[src/hw/rtl/ptuv_pkg.sv]
// Shared types and constants for the projective texture uv generator.
// No dependencies.
package ptuv_pkg;
   localparam int unsigned FracBits = 16;
   localparam int unsigned UvShift  = 8;
   localparam int unsigned WordW    = 32;
   localparam int unsigned TexW     = 24;
   localparam int unsigned MatDepth = 9;

   typedef enum logic [3:0] {
      ST_IDLE,
      ST_LD_MUL_A,
      ST_LD_MUL_B,
      ST_LD_STORE,
      ST_DIV_A,
      ST_DIV_B,
      ST_ROW_MUL_A,
      ST_ROW_MUL_B,
      ST_ROW_ADD,
      ST_DIV_U,
      ST_DIV_V,
      ST_DIV_WAIT,
      ST_OUT
   } state_type;

   typedef struct packed {
      logic start;
      logic signed [WordW-1:0] num;
      logic signed [WordW-1:0] den;
   } div_req_type;

   typedef struct packed {
      logic done;
      logic fault;
      logic signed [WordW-1:0] quo;
   } div_rsp_type;
endpackage

[src/hw/rtl/ptuv_fxmul.sv]
// Registered 16.16 multiply: 32x32 product, floor shift by 16, wrap.
// Depends on ptuv_pkg.
module ptuv_fxmul (
   input  logic clock,
   input  logic signed [ptuv_pkg::WordW-1:0] op_a,
   input  logic signed [ptuv_pkg::WordW-1:0] op_b,
   output logic signed [ptuv_pkg::WordW-1:0] prod
);
   logic signed [2*ptuv_pkg::WordW-1:0] full;
   logic signed [ptuv_pkg::WordW-1:0] prod_ff, prod_in;

   assign full    = op_a * op_b;
   assign prod_in = full[ptuv_pkg::FracBits +: ptuv_pkg::WordW];
   always_ff @(posedge clock) begin
      prod_ff <= prod_in;
   end
   assign prod = prod_ff;
endmodule

[src/hw/rtl/ptuv_divider.sv]
// Radix-2 restoring divider for (n << 16) / d with saturation.
// Depends on ptuv_pkg.
module ptuv_divider (
   input  logic clock,
   input  logic reset,
   input  ptuv_pkg::div_req_type req,
   output ptuv_pkg::div_rsp_type rsp
);
   localparam int unsigned DW = ptuv_pkg::WordW + ptuv_pkg::FracBits;
   localparam int unsigned CW = $clog2(DW + 1);

   logic busy_ff, busy_in, done_ff, done_in;
   logic [CW-1:0] cnt_ff, cnt_in;
   logic [DW-1:0] dvd_ff, dvd_in;
   logic [ptuv_pkg::WordW:0] rem_ff, rem_in;
   logic [ptuv_pkg::WordW-1:0] mag_d_ff, mag_d_in;
   logic neg_ff, neg_in, nneg_ff, nneg_in, zero_ff, zero_in;
   logic [ptuv_pkg::WordW:0] trial;
   logic [DW-1:0] n_mag;
   logic signed [ptuv_pkg::WordW-1:0] d_s;
   logic [DW:0] qsigned;
   logic over;
   logic signed [ptuv_pkg::WordW-1:0] quo;

   always_comb begin
      n_mag = {ptuv_pkg::FracBits'(0), req.num[ptuv_pkg::WordW-1]
               ? ptuv_pkg::WordW'(-req.num) : ptuv_pkg::WordW'(req.num)};
      n_mag = n_mag << ptuv_pkg::FracBits;
      d_s   = req.den;
      trial = {rem_ff[ptuv_pkg::WordW-1:0], dvd_ff[DW-1]} - {1'b0, mag_d_ff};
      busy_in = busy_ff; cnt_in = cnt_ff; dvd_in = dvd_ff; rem_in = rem_ff;
      mag_d_in = mag_d_ff; neg_in = neg_ff; nneg_in = nneg_ff; zero_in = zero_ff;
      done_in = 1'b0;
      if (req.start) begin
         busy_in  = 1'b1;
         cnt_in   = CW'(DW);
         dvd_in   = n_mag;
         rem_in   = '0;
         mag_d_in = d_s[ptuv_pkg::WordW-1] ? ptuv_pkg::WordW'(-d_s)
                                           : ptuv_pkg::WordW'(d_s);
         neg_in   = req.num[ptuv_pkg::WordW-1] ^ d_s[ptuv_pkg::WordW-1];
         nneg_in  = req.num[ptuv_pkg::WordW-1];
         zero_in  = (d_s == '0);
      end else if (busy_ff) begin
         if (!trial[ptuv_pkg::WordW]) begin
            rem_in = trial;
            dvd_in = {dvd_ff[DW-2:0], 1'b1};
         end else begin
            rem_in = {rem_ff[ptuv_pkg::WordW-1:0], dvd_ff[DW-1]};
            dvd_in = {dvd_ff[DW-2:0], 1'b0};
         end
         cnt_in = cnt_ff - CW'(1);
         if (cnt_ff == CW'(1)) begin
            busy_in = 1'b0;
            done_in = 1'b1;
         end
      end
   end

   always_ff @(posedge clock) begin
      if (reset) begin
         busy_ff <= 1'b0;
         done_ff <= 1'b0;
         cnt_ff  <= '0;
      end else begin
         busy_ff <= busy_in;
         done_ff <= done_in;
         cnt_ff  <= cnt_in;
      end
      dvd_ff <= dvd_in; rem_ff <= rem_in; mag_d_ff <= mag_d_in;
      neg_ff <= neg_in; nneg_ff <= nneg_in; zero_ff <= zero_in;
   end

   always_comb begin
      qsigned = neg_ff ? (DW+1)'(-{1'b0, dvd_ff}) : {1'b0, dvd_ff};
      if (neg_ff)
         over = (dvd_ff > DW'({1'b1, {(ptuv_pkg::WordW-1){1'b0}}}));
      else
         over = (dvd_ff > DW'({1'b0, {(ptuv_pkg::WordW-1){1'b1}}}));
      if (zero_ff)
         quo = nneg_ff ? {1'b1, {(ptuv_pkg::WordW-1){1'b0}}}
                       : {1'b0, {(ptuv_pkg::WordW-1){1'b1}}};
      else if (over)
         quo = neg_ff ? {1'b1, {(ptuv_pkg::WordW-1){1'b0}}}
                      : {1'b0, {(ptuv_pkg::WordW-1){1'b1}}};
      else
         quo = qsigned[ptuv_pkg::WordW-1:0];
      rsp.done  = done_ff;
      rsp.fault = zero_ff | over;
      rsp.quo   = quo;
   end
endmodule

[src/hw/rtl/projective_texture_uv_generator.sv]
// Projective texture uv generator: load computes the warp matrix, vertex
// yields texture u and v. Uses ptuv_pkg, ptuv_fxmul, ptuv_divider.
//
// req_ carries one item: opcode 0 loads origin and u/v basis vectors,
// opcode 1 is a vertex. A load produces no result; the nine matrix entries
// are formed one product pair at a time by one shared multiplier, and no
// new item is taken until all nine are stored. A vertex produces one rsp_
// item after four serial divisions on one shared 48-step restoring
// divider, with the row products formed between the second and third.
// req_tready is high only in idle. rsp_ holds its item until rsp_tready,
// and the block takes no new item until the result is taken. Reset clears
// the matrix to zero and returns to idle; a vertex before any load gives
// saturated u and v with the fault flag set. rsp_tlast copies req_tlast of
// the vertex.
module projective_texture_uv_generator (
   input  logic         clock,
   input  logic         reset,
   input  logic         req_tvalid,
   output logic         req_tready,
   // tdata: pos_x, pos_y, pos_z, u_dx, u_dy, u_dz, v_dx, v_dy, v_dz
   input  logic [287:0] req_tdata,
   // tuser: opcode
   input  logic         req_tuser,
   input  logic         req_tlast,
   output logic         rsp_tvalid,
   input  logic         rsp_tready,
   // tdata: tex_u, tex_v
   output logic [47:0]  rsp_tdata,
   // tuser: divide_fault
   output logic         rsp_tuser,
   output logic         rsp_tlast
);
   localparam int unsigned W = ptuv_pkg::WordW;
   typedef logic signed [W-1:0] word_type;

   ptuv_pkg::state_type st_ff, st_in;
   word_type mat_ff [ptuv_pkg::MatDepth];
   word_type in_ff [9];
   word_type a_ff, b_ff, r_ff [3], acc_ff, qu_ff;
   logic [3:0] k_ff, k_in;
   logic [1:0] ri_ff, ri_in;
   logic last_ff, fault_ff, is_v_ff;
   logic [1:0] dsel_ff;
   word_type ma, mb, prod;
   ptuv_pkg::div_req_type dreq;
   ptuv_pkg::div_rsp_type drsp;
   logic [2*ptuv_pkg::TexW-1:0] out_ff;

   ptuv_fxmul u_mul (.clock(clock), .op_a(ma), .op_b(mb), .prod(prod));
   ptuv_divider u_div (.clock(clock), .reset(reset), .req(dreq), .rsp(drsp));

   // load operand selection: entry k = A*B - C*D
   function automatic logic [3:0] sel(input logic [3:0] k, input logic second,
                                      input logic pos);
      logic [7:0] t;
      begin
         // indices: 0 px 1 py 2 pz 3 x10 4 y10 5 z10 6 x20 7 y20 8 z20
         case (k)
            4'd0: t = second ? 8'h1_8 : 8'h7_2;
            4'd1: t = second ? 8'h6_2 : 8'h0_8;
            4'd2: t = second ? 8'h0_7 : 8'h6_1;
            4'd3: t = second ? 8'h4_2 : 8'h1_5;
            4'd4: t = second ? 8'h0_5 : 8'h3_2;
            4'd5: t = second ? 8'h3_1 : 8'h0_4;
            4'd6: t = second ? 8'h7_5 : 8'h4_8;
            4'd7: t = second ? 8'h3_8 : 8'h6_5;
            4'd8: t = second ? 8'h6_4 : 8'h3_7;
            default: t = 8'h0_0;
         endcase
         sel = pos ? t[7:4] : t[3:0];
      end
   endfunction

   always_comb begin
      ma = '0;
      mb = '0;
      case (st_ff)
         ptuv_pkg::ST_LD_MUL_A: begin
            ma = in_ff[sel(k_ff, 1'b0, 1'b1)];
            mb = in_ff[sel(k_ff, 1'b0, 1'b0)];
         end
         ptuv_pkg::ST_LD_MUL_B: begin
            ma = in_ff[sel(k_ff, 1'b1, 1'b1)];
            mb = in_ff[sel(k_ff, 1'b1, 1'b0)];
         end
         ptuv_pkg::ST_ROW_MUL_A: begin
            ma = mat_ff[4'(3 * ri_ff)];
            mb = a_ff;
         end
         ptuv_pkg::ST_ROW_MUL_B: begin
            ma = mat_ff[4'(3 * ri_ff + 1)];
            mb = b_ff;
         end
         default: begin
            ma = '0;
            mb = '0;
         end
      endcase
   end

   always_comb begin
      st_in = st_ff;
      k_in  = k_ff;
      ri_in = ri_ff;
      case (st_ff)
         ptuv_pkg::ST_IDLE:
            if (req_tvalid) begin
               st_in = req_tuser ? ptuv_pkg::ST_DIV_A : ptuv_pkg::ST_LD_MUL_A;
               k_in  = '0;
               ri_in = '0;
            end
         ptuv_pkg::ST_LD_MUL_A: st_in = ptuv_pkg::ST_LD_MUL_B;
         ptuv_pkg::ST_LD_MUL_B: st_in = ptuv_pkg::ST_LD_STORE;
         ptuv_pkg::ST_LD_STORE: begin
            k_in = k_ff + 4'd1;
            st_in = (k_ff == 4'(ptuv_pkg::MatDepth - 1)) ? ptuv_pkg::ST_IDLE
                                                         : ptuv_pkg::ST_LD_MUL_A;
         end
         ptuv_pkg::ST_DIV_A: st_in = ptuv_pkg::ST_DIV_WAIT;
         ptuv_pkg::ST_DIV_B: st_in = ptuv_pkg::ST_DIV_WAIT;
         ptuv_pkg::ST_DIV_U: st_in = ptuv_pkg::ST_DIV_WAIT;
         ptuv_pkg::ST_DIV_V: st_in = ptuv_pkg::ST_DIV_WAIT;
         ptuv_pkg::ST_DIV_WAIT:
            if (drsp.done) begin
               case (dsel_ff)
                  2'd0: st_in = ptuv_pkg::ST_DIV_B;
                  2'd1: st_in = ptuv_pkg::ST_ROW_MUL_A;
                  2'd2: st_in = ptuv_pkg::ST_DIV_V;
                  default: st_in = ptuv_pkg::ST_OUT;
               endcase
            end
         ptuv_pkg::ST_ROW_MUL_A: st_in = ptuv_pkg::ST_ROW_MUL_B;
         ptuv_pkg::ST_ROW_MUL_B: st_in = ptuv_pkg::ST_ROW_ADD;
         ptuv_pkg::ST_ROW_ADD: begin
            ri_in = ri_ff + 2'd1;
            st_in = (ri_ff == 2'd2) ? ptuv_pkg::ST_DIV_U : ptuv_pkg::ST_ROW_MUL_A;
         end
         ptuv_pkg::ST_OUT:
            if (rsp_tready) st_in = ptuv_pkg::ST_IDLE;
         default: st_in = ptuv_pkg::ST_IDLE;
      endcase
   end

   always_comb begin
      dreq.start = 1'b0;
      dreq.num   = '0;
      dreq.den   = '0;
      case (st_ff)
         ptuv_pkg::ST_DIV_A: begin
            dreq.start = 1'b1; dreq.num = in_ff[0]; dreq.den = in_ff[2];
         end
         ptuv_pkg::ST_DIV_B: begin
            dreq.start = 1'b1; dreq.num = in_ff[1]; dreq.den = in_ff[2];
         end
         ptuv_pkg::ST_DIV_U: begin
            dreq.start = 1'b1; dreq.num = r_ff[0]; dreq.den = r_ff[2];
         end
         ptuv_pkg::ST_DIV_V: begin
            dreq.start = 1'b1; dreq.num = r_ff[1]; dreq.den = r_ff[2];
         end
         default: dreq.start = 1'b0;
      endcase
   end

   always_ff @(posedge clock) begin
      if (reset) begin
         st_ff <= ptuv_pkg::ST_IDLE;
         k_ff  <= '0;
         ri_ff <= '0;
         for (int i = 0; i < ptuv_pkg::MatDepth; i++) mat_ff[i] <= '0;
      end else begin
         st_ff <= st_in;
         k_ff  <= k_in;
         ri_ff <= ri_in;
         if (st_ff == ptuv_pkg::ST_LD_STORE) mat_ff[k_ff] <= acc_ff - prod;
      end
      if (st_ff == ptuv_pkg::ST_IDLE && req_tvalid) begin
         for (int i = 0; i < 9; i++) in_ff[i] <= req_tdata[32*i +: 32];
         last_ff  <= req_tlast;
         fault_ff <= 1'b0;
         is_v_ff  <= req_tuser;
      end
      case (st_ff)
         ptuv_pkg::ST_LD_MUL_B:  acc_ff <= prod;
         ptuv_pkg::ST_ROW_MUL_B: acc_ff <= prod;
         ptuv_pkg::ST_ROW_ADD:   r_ff[ri_ff] <= acc_ff + prod + mat_ff[4'(3 * ri_ff + 2)];
         ptuv_pkg::ST_DIV_A:     dsel_ff <= 2'd0;
         ptuv_pkg::ST_DIV_B:     dsel_ff <= 2'd1;
         ptuv_pkg::ST_DIV_U:     dsel_ff <= 2'd2;
         ptuv_pkg::ST_DIV_V:     dsel_ff <= 2'd3;
         ptuv_pkg::ST_DIV_WAIT:
            if (drsp.done) begin
               fault_ff <= fault_ff | drsp.fault;
               case (dsel_ff)
                  2'd0: a_ff <= drsp.quo;
                  2'd1: b_ff <= drsp.quo;
                  2'd2: qu_ff <= drsp.quo;
                  default: out_ff <= {drsp.quo[W-1:ptuv_pkg::UvShift],
                                      qu_ff[W-1:ptuv_pkg::UvShift]};
               endcase
            end
         default: ;
      endcase
   end

   assign req_tready = (st_ff == ptuv_pkg::ST_IDLE);
   assign rsp_tvalid = (st_ff == ptuv_pkg::ST_OUT) & is_v_ff;
   assign rsp_tdata  = out_ff;
   assign rsp_tuser  = fault_ff;
   assign rsp_tlast  = last_ff;
endmodule
[config.mk]
export PLATFORM = sky130hd
export DESIGN_NAME = projective_texture_uv_generator
export DESIGN_NICKNAME = d
export VERILOG_FILES = /design/src/hw/rtl/ptuv_pkg.sv /design/src/hw/rtl/ptuv_fxmul.sv /design/src/hw/rtl/ptuv_divider.sv /design/src/hw/rtl/projective_texture_uv_generator.sv
export SDC_FILE = /design/constraint.sdc
export NUM_CORES = 2
export LEC_CHECK = 0
export ABC_CLOCK_PERIOD_IN_PS = 39800
export BUFFER_PORTS_ARGS = -buffer_cell sky130_fd_sc_hd__buf_2
export CORE_ASPECT_RATIO = 0.5
export CORE_MARGIN = 1
export CORE_UTILIZATION = 65
export DETAILED_ROUTE_END_ITERATION = 7
export PLACE_DENSITY = 0.83
export SLEW_MARGIN = 40
export SYNTH_ARGS = -nofsm -noshare
export SYNTH_HDL_FRONTEND = slang
export SYNTH_SLANG_ARGS = --single-unit
export TNS_END_PERCENT = 20
[constraint.sdc]
create_clock -name clock -period 39.8 [get_ports clock]
set_clock_uncertainty 0.2 [all_clocks]
set_input_delay 1.99 -clock clock [delete_from_list [all_inputs] [get_ports clock]]
set_output_delay 1.99 -clock clock [all_outputs]
set_load 0.005 [all_outputs]
[Word level (Yosys, flattened, before mapping)]
Memories as Yosys holds them, arrays and structs flattened. A register that Yosys moved wholly into a read port is not among the register bits.
Index checks and enable logic that the tools add are counted.
W data, S select, Z words.
Storage, ports and cells
  register bits: 346
  word-level logic and storage cells: 157
  memory bits (read-only): 448
  output and inout bits: 52
  RAM bits: 672
  memories kept: 7
  input bits: 294
Operators by class
  multiplexer cells: 62
  $mul: 2
  add/sub/neg operators: 12
  bitwise operators: 6
  order comparisons: 2
  equal/unequal tests: 20
  reductions and logical operators: 21
Memory list
  in_ff: words 9, bits a word 32, read ports 7, clocked after Yosys merged registers in 0, write ports 9, line projective_texture_uv_generator.sv:38  | word_type in_ff [9];
  mat_ff: words 9, bits a word 32, read ports 3, clocked after Yosys merged registers in 0, write ports 9, line projective_texture_uv_generator.sv:37  | word_type mat_ff [ptuv_pkg::MatDepth];
  (name not given): words 16, bits a word 7, read ports 1, clocked after Yosys merged registers in 1, write ports 0, line projective_texture_uv_generator.sv:58  | case (k)
  (name not given): words 16, bits a word 7, read ports 1, clocked after Yosys merged registers in 1, write ports 0, line projective_texture_uv_generator.sv:58
  (name not given): words 16, bits a word 7, read ports 1, clocked after Yosys merged registers in 1, write ports 0, line projective_texture_uv_generator.sv:58
  (name not given): words 16, bits a word 7, read ports 1, clocked after Yosys merged registers in 1, write ports 0, line projective_texture_uv_generator.sv:58
  1 more memories
Operators by type and width (number)
  $mux W32: 8
  $pmux W32 S4: 2
  $pmux W64 S4: 1
  $mux W48: 2
  $neg A32 Y32: 3
  $add A32 B32 Y32: 2
  $mux W4: 16
  $gt A48 B31 Y1 const B: 1
  $gt A48 B32 Y1 const B: 1
  $mul A32 B32 Y48: 1
  $pmux W4 S10: 1
  $sub A33 B32 Y33: 1
  $logic_not A32 Y1: 1
  $reduce_or A32 Y1: 1
  $sub A32 B32 Y32: 1
  $mux W31: 1
  $eq A4 B4 Y1 const B: 6
  $mux W1: 21
  $eq A4 B3 Y1 const B: 4
  $mux W8: 2
  $reduce_and A3 Y1: 5
  $mux W6: 2
  $pmux W4 S3: 1
  $add A4 B1 Y4 const B: 2
  29 further kinds: 39

[Logic depth before layout (Yosys ltp)]
  depth in word-level cells: 6
  depth in mapped cells: 56
  depth with buffers taken out: 38

[Cells and area by module]
Synthesis repeated with hierarchy kept, for this count alone.
Second synthesis, totals
  cells, all modules: 7836
  area, all modules: 96711.5 um^2
Modules (own cells, without submodules)
  projective_texture_uv_generator: sequential area each 32571.2 um^2, times used 1, cells each 3679, area each 58899.0 um^2
  ptuv_fxmul: sequential area each 640.6 um^2, times used 1, cells each 3143, area each 29139.2 um^2
  ptuv_divider: sequential area each 3133.0 um^2, times used 1, cells each 1014, area each 8673.3 um^2

[Worst setup path after synthesis]
No wires, ideal clock.
  kind: register to register
  start: reg ri_ff[0]
  end: reg u_mul.prod_ff (netlist bit u_mul.prod[19])
  clock period less this slack: 12880 ps
  library setup time: 128 ps
  data required time: 39472 ps
  arrival time: 12552 ps
  path buffers: 19
  setup slack: 26920 ps
  stages on the path, launching flop included: 49
  cells stage by stage: dfxtp_1 -> buf_6 -> buf_6 -> buf_6 -> buf_6 -> buf_6 -> buf_6 -> buf_4 -> buf_4 -> buf_4 -> buf_2 -> buf_2 -> buf_2 -> inv_1 -> ha_1 -> buf_4 -> buf_4 -> buf_4 -> (+13 left out) -> inv_1 -> fa_1 -> fa_1 -> fa_1 -> fa_1 -> ha_1 -> a21o_1 -> a21o_1 -> a21oi_1 -> o21a_1 -> nor2_1 -> a21bo_1 -> or3b_1 -> a21o_1 -> a221o_1 -> o21ai_1 -> mux2i_1 -> o211ai_1
Between the ends
  cells in the longest elaborated chain, start to end: 5
Ends and longest elaborated chain
  start, declared: line projective_texture_uv_generator.sv:41  | logic [1:0] ri_ff, ri_in;
  start signal, assigned: line projective_texture_uv_generator.sv:174  | ri_ff <= ri_in;
  $mul A2 B2 Y4 (*): line projective_texture_uv_generator.sv:87, projective_texture_uv_generator.sv:91
  $add A4 B1 Y4: line projective_texture_uv_generator.sv:91  | ma = mat_ff[4'(3 * ri_ff + 1)];
  $mem_v2 Z9 W32 (*)
  $pmux W32 S4 (*): line projective_texture_uv_generator.sv:77  | case (st_ff)
  $mul A32 B32 Y48 (*): line ptuv_fxmul.sv:12  | assign full = op_a * op_b;
  via u_mul.full (one bit): line ptuv_fxmul.sv:9  | logic signed [2*ptuv_pkg::WordW-1:0] full;
  end signal, assigned: line ptuv_fxmul.sv:15  | prod_ff <= prod_in;
  end, declared: line ptuv_fxmul.sv:10  | logic signed [ptuv_pkg::WordW-1:0] prod_ff, prod_in;
The timed path passes the listed nets; every way through them passes the cells marked *.
A chain may end at the register's enable or synchronous reset.

[Worst setup path in the final report]
Ends and elaborated chain as after synthesis.

==> impl_metrics.tcl <==
set metrics [dict create \
    status "complete, but fails checks" \
    violations "DRC" \
    synthesis.area_mm2 0.0961 \
    port_buffers 345 \
    period_needed_ns 14.36 \
    r2r_slack_ns 25.44 \
    synthMuxAreaShare_pct 17.0 \
    synth-compound-area-share_pct 5.87 \
    htree_num_levels 3 \
    path_class "reg -> reg" \
    cp.required_ns 40.24 \
    async_flop_share_pct 0 \
    initial_core_util_pct 65.7 \
    maxSlewHeadroom_pct 27.1 \
    path_clk_slew_ns 0.11 \
    synth_xor_area_share_pct 1.82 \
    min_period_over_period_pct 36.1 \
    yosysSeqAreaShare_pct 37.8 \
    finalPower_mw 8.36 \
    worstSetupEndpointType "flip-flop" \
    post-place-ws_ns 25.03 \
    yosysUniqueCellTypes 97 \
    synthDominantCellAreaShare_pct 35.5 \
    fmax_mhz 69.6 \
    cts-root-buf "clkbuf_16" \
    drcViolationCount 16 \
    wl_per_cell_um 31.8 \
    wirelength_um 325000 \
    synthFlopType "edfxtp_1" \
    critPathMaxStageDelay_ns 0.83 \
    nNetsFinal 9571 \
    finalMaxSlewViolations 0 \
    crit_path_top_delay_cell "ha_4" \
    dieArea_mm2 0.150 \
    drive_above_1_share_pct 18.4 \
    hold_depth 0 \
    crit_fanout 74 \
    syn_area_per_cell_um2 12.1 \
    synth_top_cell_by_area "edfxtp_1" \
    r2r-start "ri_ff[0]$_SDFFE_PP0P_" \
    syn_inst 7962 \
    finalSetupTns_ns 0 \
    dr.pass1.iters 8 \
    post_cts_resized 0 \
    hold_ws_ns 0.220 \
    layout_commonest_cell "edfxtp_1" \
    final-setup-viol-count 0 \
    dp.cells 9976 \
    whs_endpoint "rsp_tdata[13]$_DFFE_PP_" \
    layout.cells.non_filler 10205 \
    timing.final.hold_violations 0 \
    ctsHoldBuffers 0 \
    cts_sinks 1248 \
    grt_max_degree 79 \
    num_vias 71432 \
    synth_edf_count 1135 \
    grt_pass1_vias 71888 \
    peakVddDrop_uv 56.4 \
    synth_top_family_by_area "adder cells" \
    numCtsBuffers 109 \
    rsz0062_at_grt "no" \
    startpoint_type "flip-flop" \
    vias_per_cell 7.00 \
    synthAdderAreaFrac_pct 21.8 \
    reg2reg_to "u_mul.prod[19]$_DFF_P_" \
    critPathArrivalTime_ns 14.80 \
    grt_pass1_wl_um 469000 \
    rows 99 \
    setup_ws_ns 25.44 \
    p_per_area_mw_per_mm2 80.3 \
    gr-usage-all-layers_pct 43.8 \
    ant_nets 0 \
    cts_buffer_depth 3 \
    post-dp-hpwl_um 231000 \
    crit_top_cell "inv_1" \
    cts_setup_buffers 0 \
    overflow 0 \
    synth_seq_cells 1248 \
    cts_tree "done" \
    place.gp.congestion 1.05 \
    tightestPinTransition_ns 1.08 \
    io_pins 346 \
    core_mm2 0.146 \
    die_width_um 546 \
    antenna_found_initial 23 \
    cap_violations 0 \
    area_growth_pct 8.29 \
    synth_area_leaders "edfxtp_1 (35%), fa_1 (18%), mux4_2 (15%), inv_1 (3.9%), ha_1 (3.7%)" \
    synthSimpleGateAreaFrac_pct 9.60 \
    most-common-layout-cells "edfxtp_1 (1,135), inv_1 (986), nor2_1 (923), fa_1 (872), nand2_1 (760)" \
    ys_warn_count 0 \
    drt-initial-drc-count 11461 \
    leakagePower_nw 40.2 \
    insertion_delay_ns 0.78 \
    min_path_type "reg -> reg" \
    min_from "qu_ff[21]$_DFFE_PP_" \
    die_y_um 274 \
    r2r_cells 38 \
    synthesis.nets 9410 \
]
==> synth_stat cells (all sizes together) (88+ instances only) <==
cell,number
inv,991
mux4,625
xnor2,112
ha,282
buf,178
a22oi,88
o21ai,226
nor2,935
clkbuf,298
mux2i,189
nand2,771
a21oi,229
fa,872
edfxtp,1135
xor2,88
dfxtp,113
==> registers in the layout, indices dropped and copies added, names as in the netlist, 6 cells and up, named ones only <==
register / flops
a_ff: 32
acc_ff: 32
b_ff: 32
in_ff: 288
mat_ff: 512
qu_ff: 24
r_ff: 96
rsp_tdata: 48
u_div.cnt_ff: 6
u_div.dvd_ff: 48
u_div.mag_d_ff: 32
u_div.rem_ff: 32
u_mul.prod: 32
==> routing by layer <==
metal	routed length (um)	track usage, %
met5	192	0
met4	25500	28.1
met3	62300	23.1
met2	137000	62.8
met1	100000	52.1
==> stage by stage <==
stage          cell area [um^2]  utilization (%)
2_1_floorplan             96100                -
6_report                 104000             71.2
3_3_place_gp              99900             68.3
5_1_grt                  104000             71.1
4_1_cts                  104000             71.0
3_5_place_dp             100000             68.5
==> power breakdown <==
part / internal, mW / total [mW] / switching (mW)
registers: 1.86 / 2.14 / 0.275
clock network: 0.600 / 1.14 / 0.535
logic: 1.74 / 5.09 / 3.35
total: 4.20 / 8.36 / 4.16
==> area by class of cell <==
type                            instances  area (um^2)
Fill cell                            9525        42200
Multi-Input combinational cell       5243        54600
Antenna cell                           20         50.0
Sequential cell                      1248        36400
Tap cell                             1969         2460
Inverter                              995         3740
Timing Repair Buffer                  526         3190
Clock buffer                          139         2900
Clock inverter                         65          788
==> cells by family (layout without fill, tap and decap cells) <==
family,Yosys count,count (layout)
adder cells (fa/ha/maj),1154,1154
XOR/XNOR,200,200
AO/OA/AOI/OAI,871,871
flip-flops,1248,1248
multiplexers,847,847
AND/OR/NAND/NOR,2171,2171
buffers and inverters,1471,1725
other,0,20
==> worst max path at each step <==
stage	cells after the start	slack, ns	startpoint	end
after floorplan	48	26.92	ri_ff[0]$_SDFFE_PP0P_	u_mul.prod[19]$_DFF_P_
after global placement	38	25.20	ri_ff[0]$_SDFFE_PP0P_	u_mul.prod[19]$_DFF_P_
after detailed placement	38	25.03	ri_ff[0]$_SDFFE_PP0P_	u_mul.prod[19]$_DFF_P_
after CTS	38	24.87	ri_ff[0]$_SDFFE_PP0P_	u_mul.prod[19]$_DFF_P_
after global routing	38	24.89	ri_ff[0]$_SDFFE_PP0P_	u_mul.prod[19]$_DFF_P_
final	38	25.44	ri_ff[0]$_SDFFE_PP0P_	u_mul.prod[19]$_DFF_P_
==> critical path: cells and delay by family (launching register included) <==
kind                       cells  cell delay [ns]
DFF                            1             0.55
and+or+nand+nor                3             1.14
buffers and inverters         12             4.18
AOI/OAI and AO/OA             10             2.29
muxes                          3             1.16
adders and majority gates     10             4.52
No activity file was read; power rests on OpenSTA's default activity.
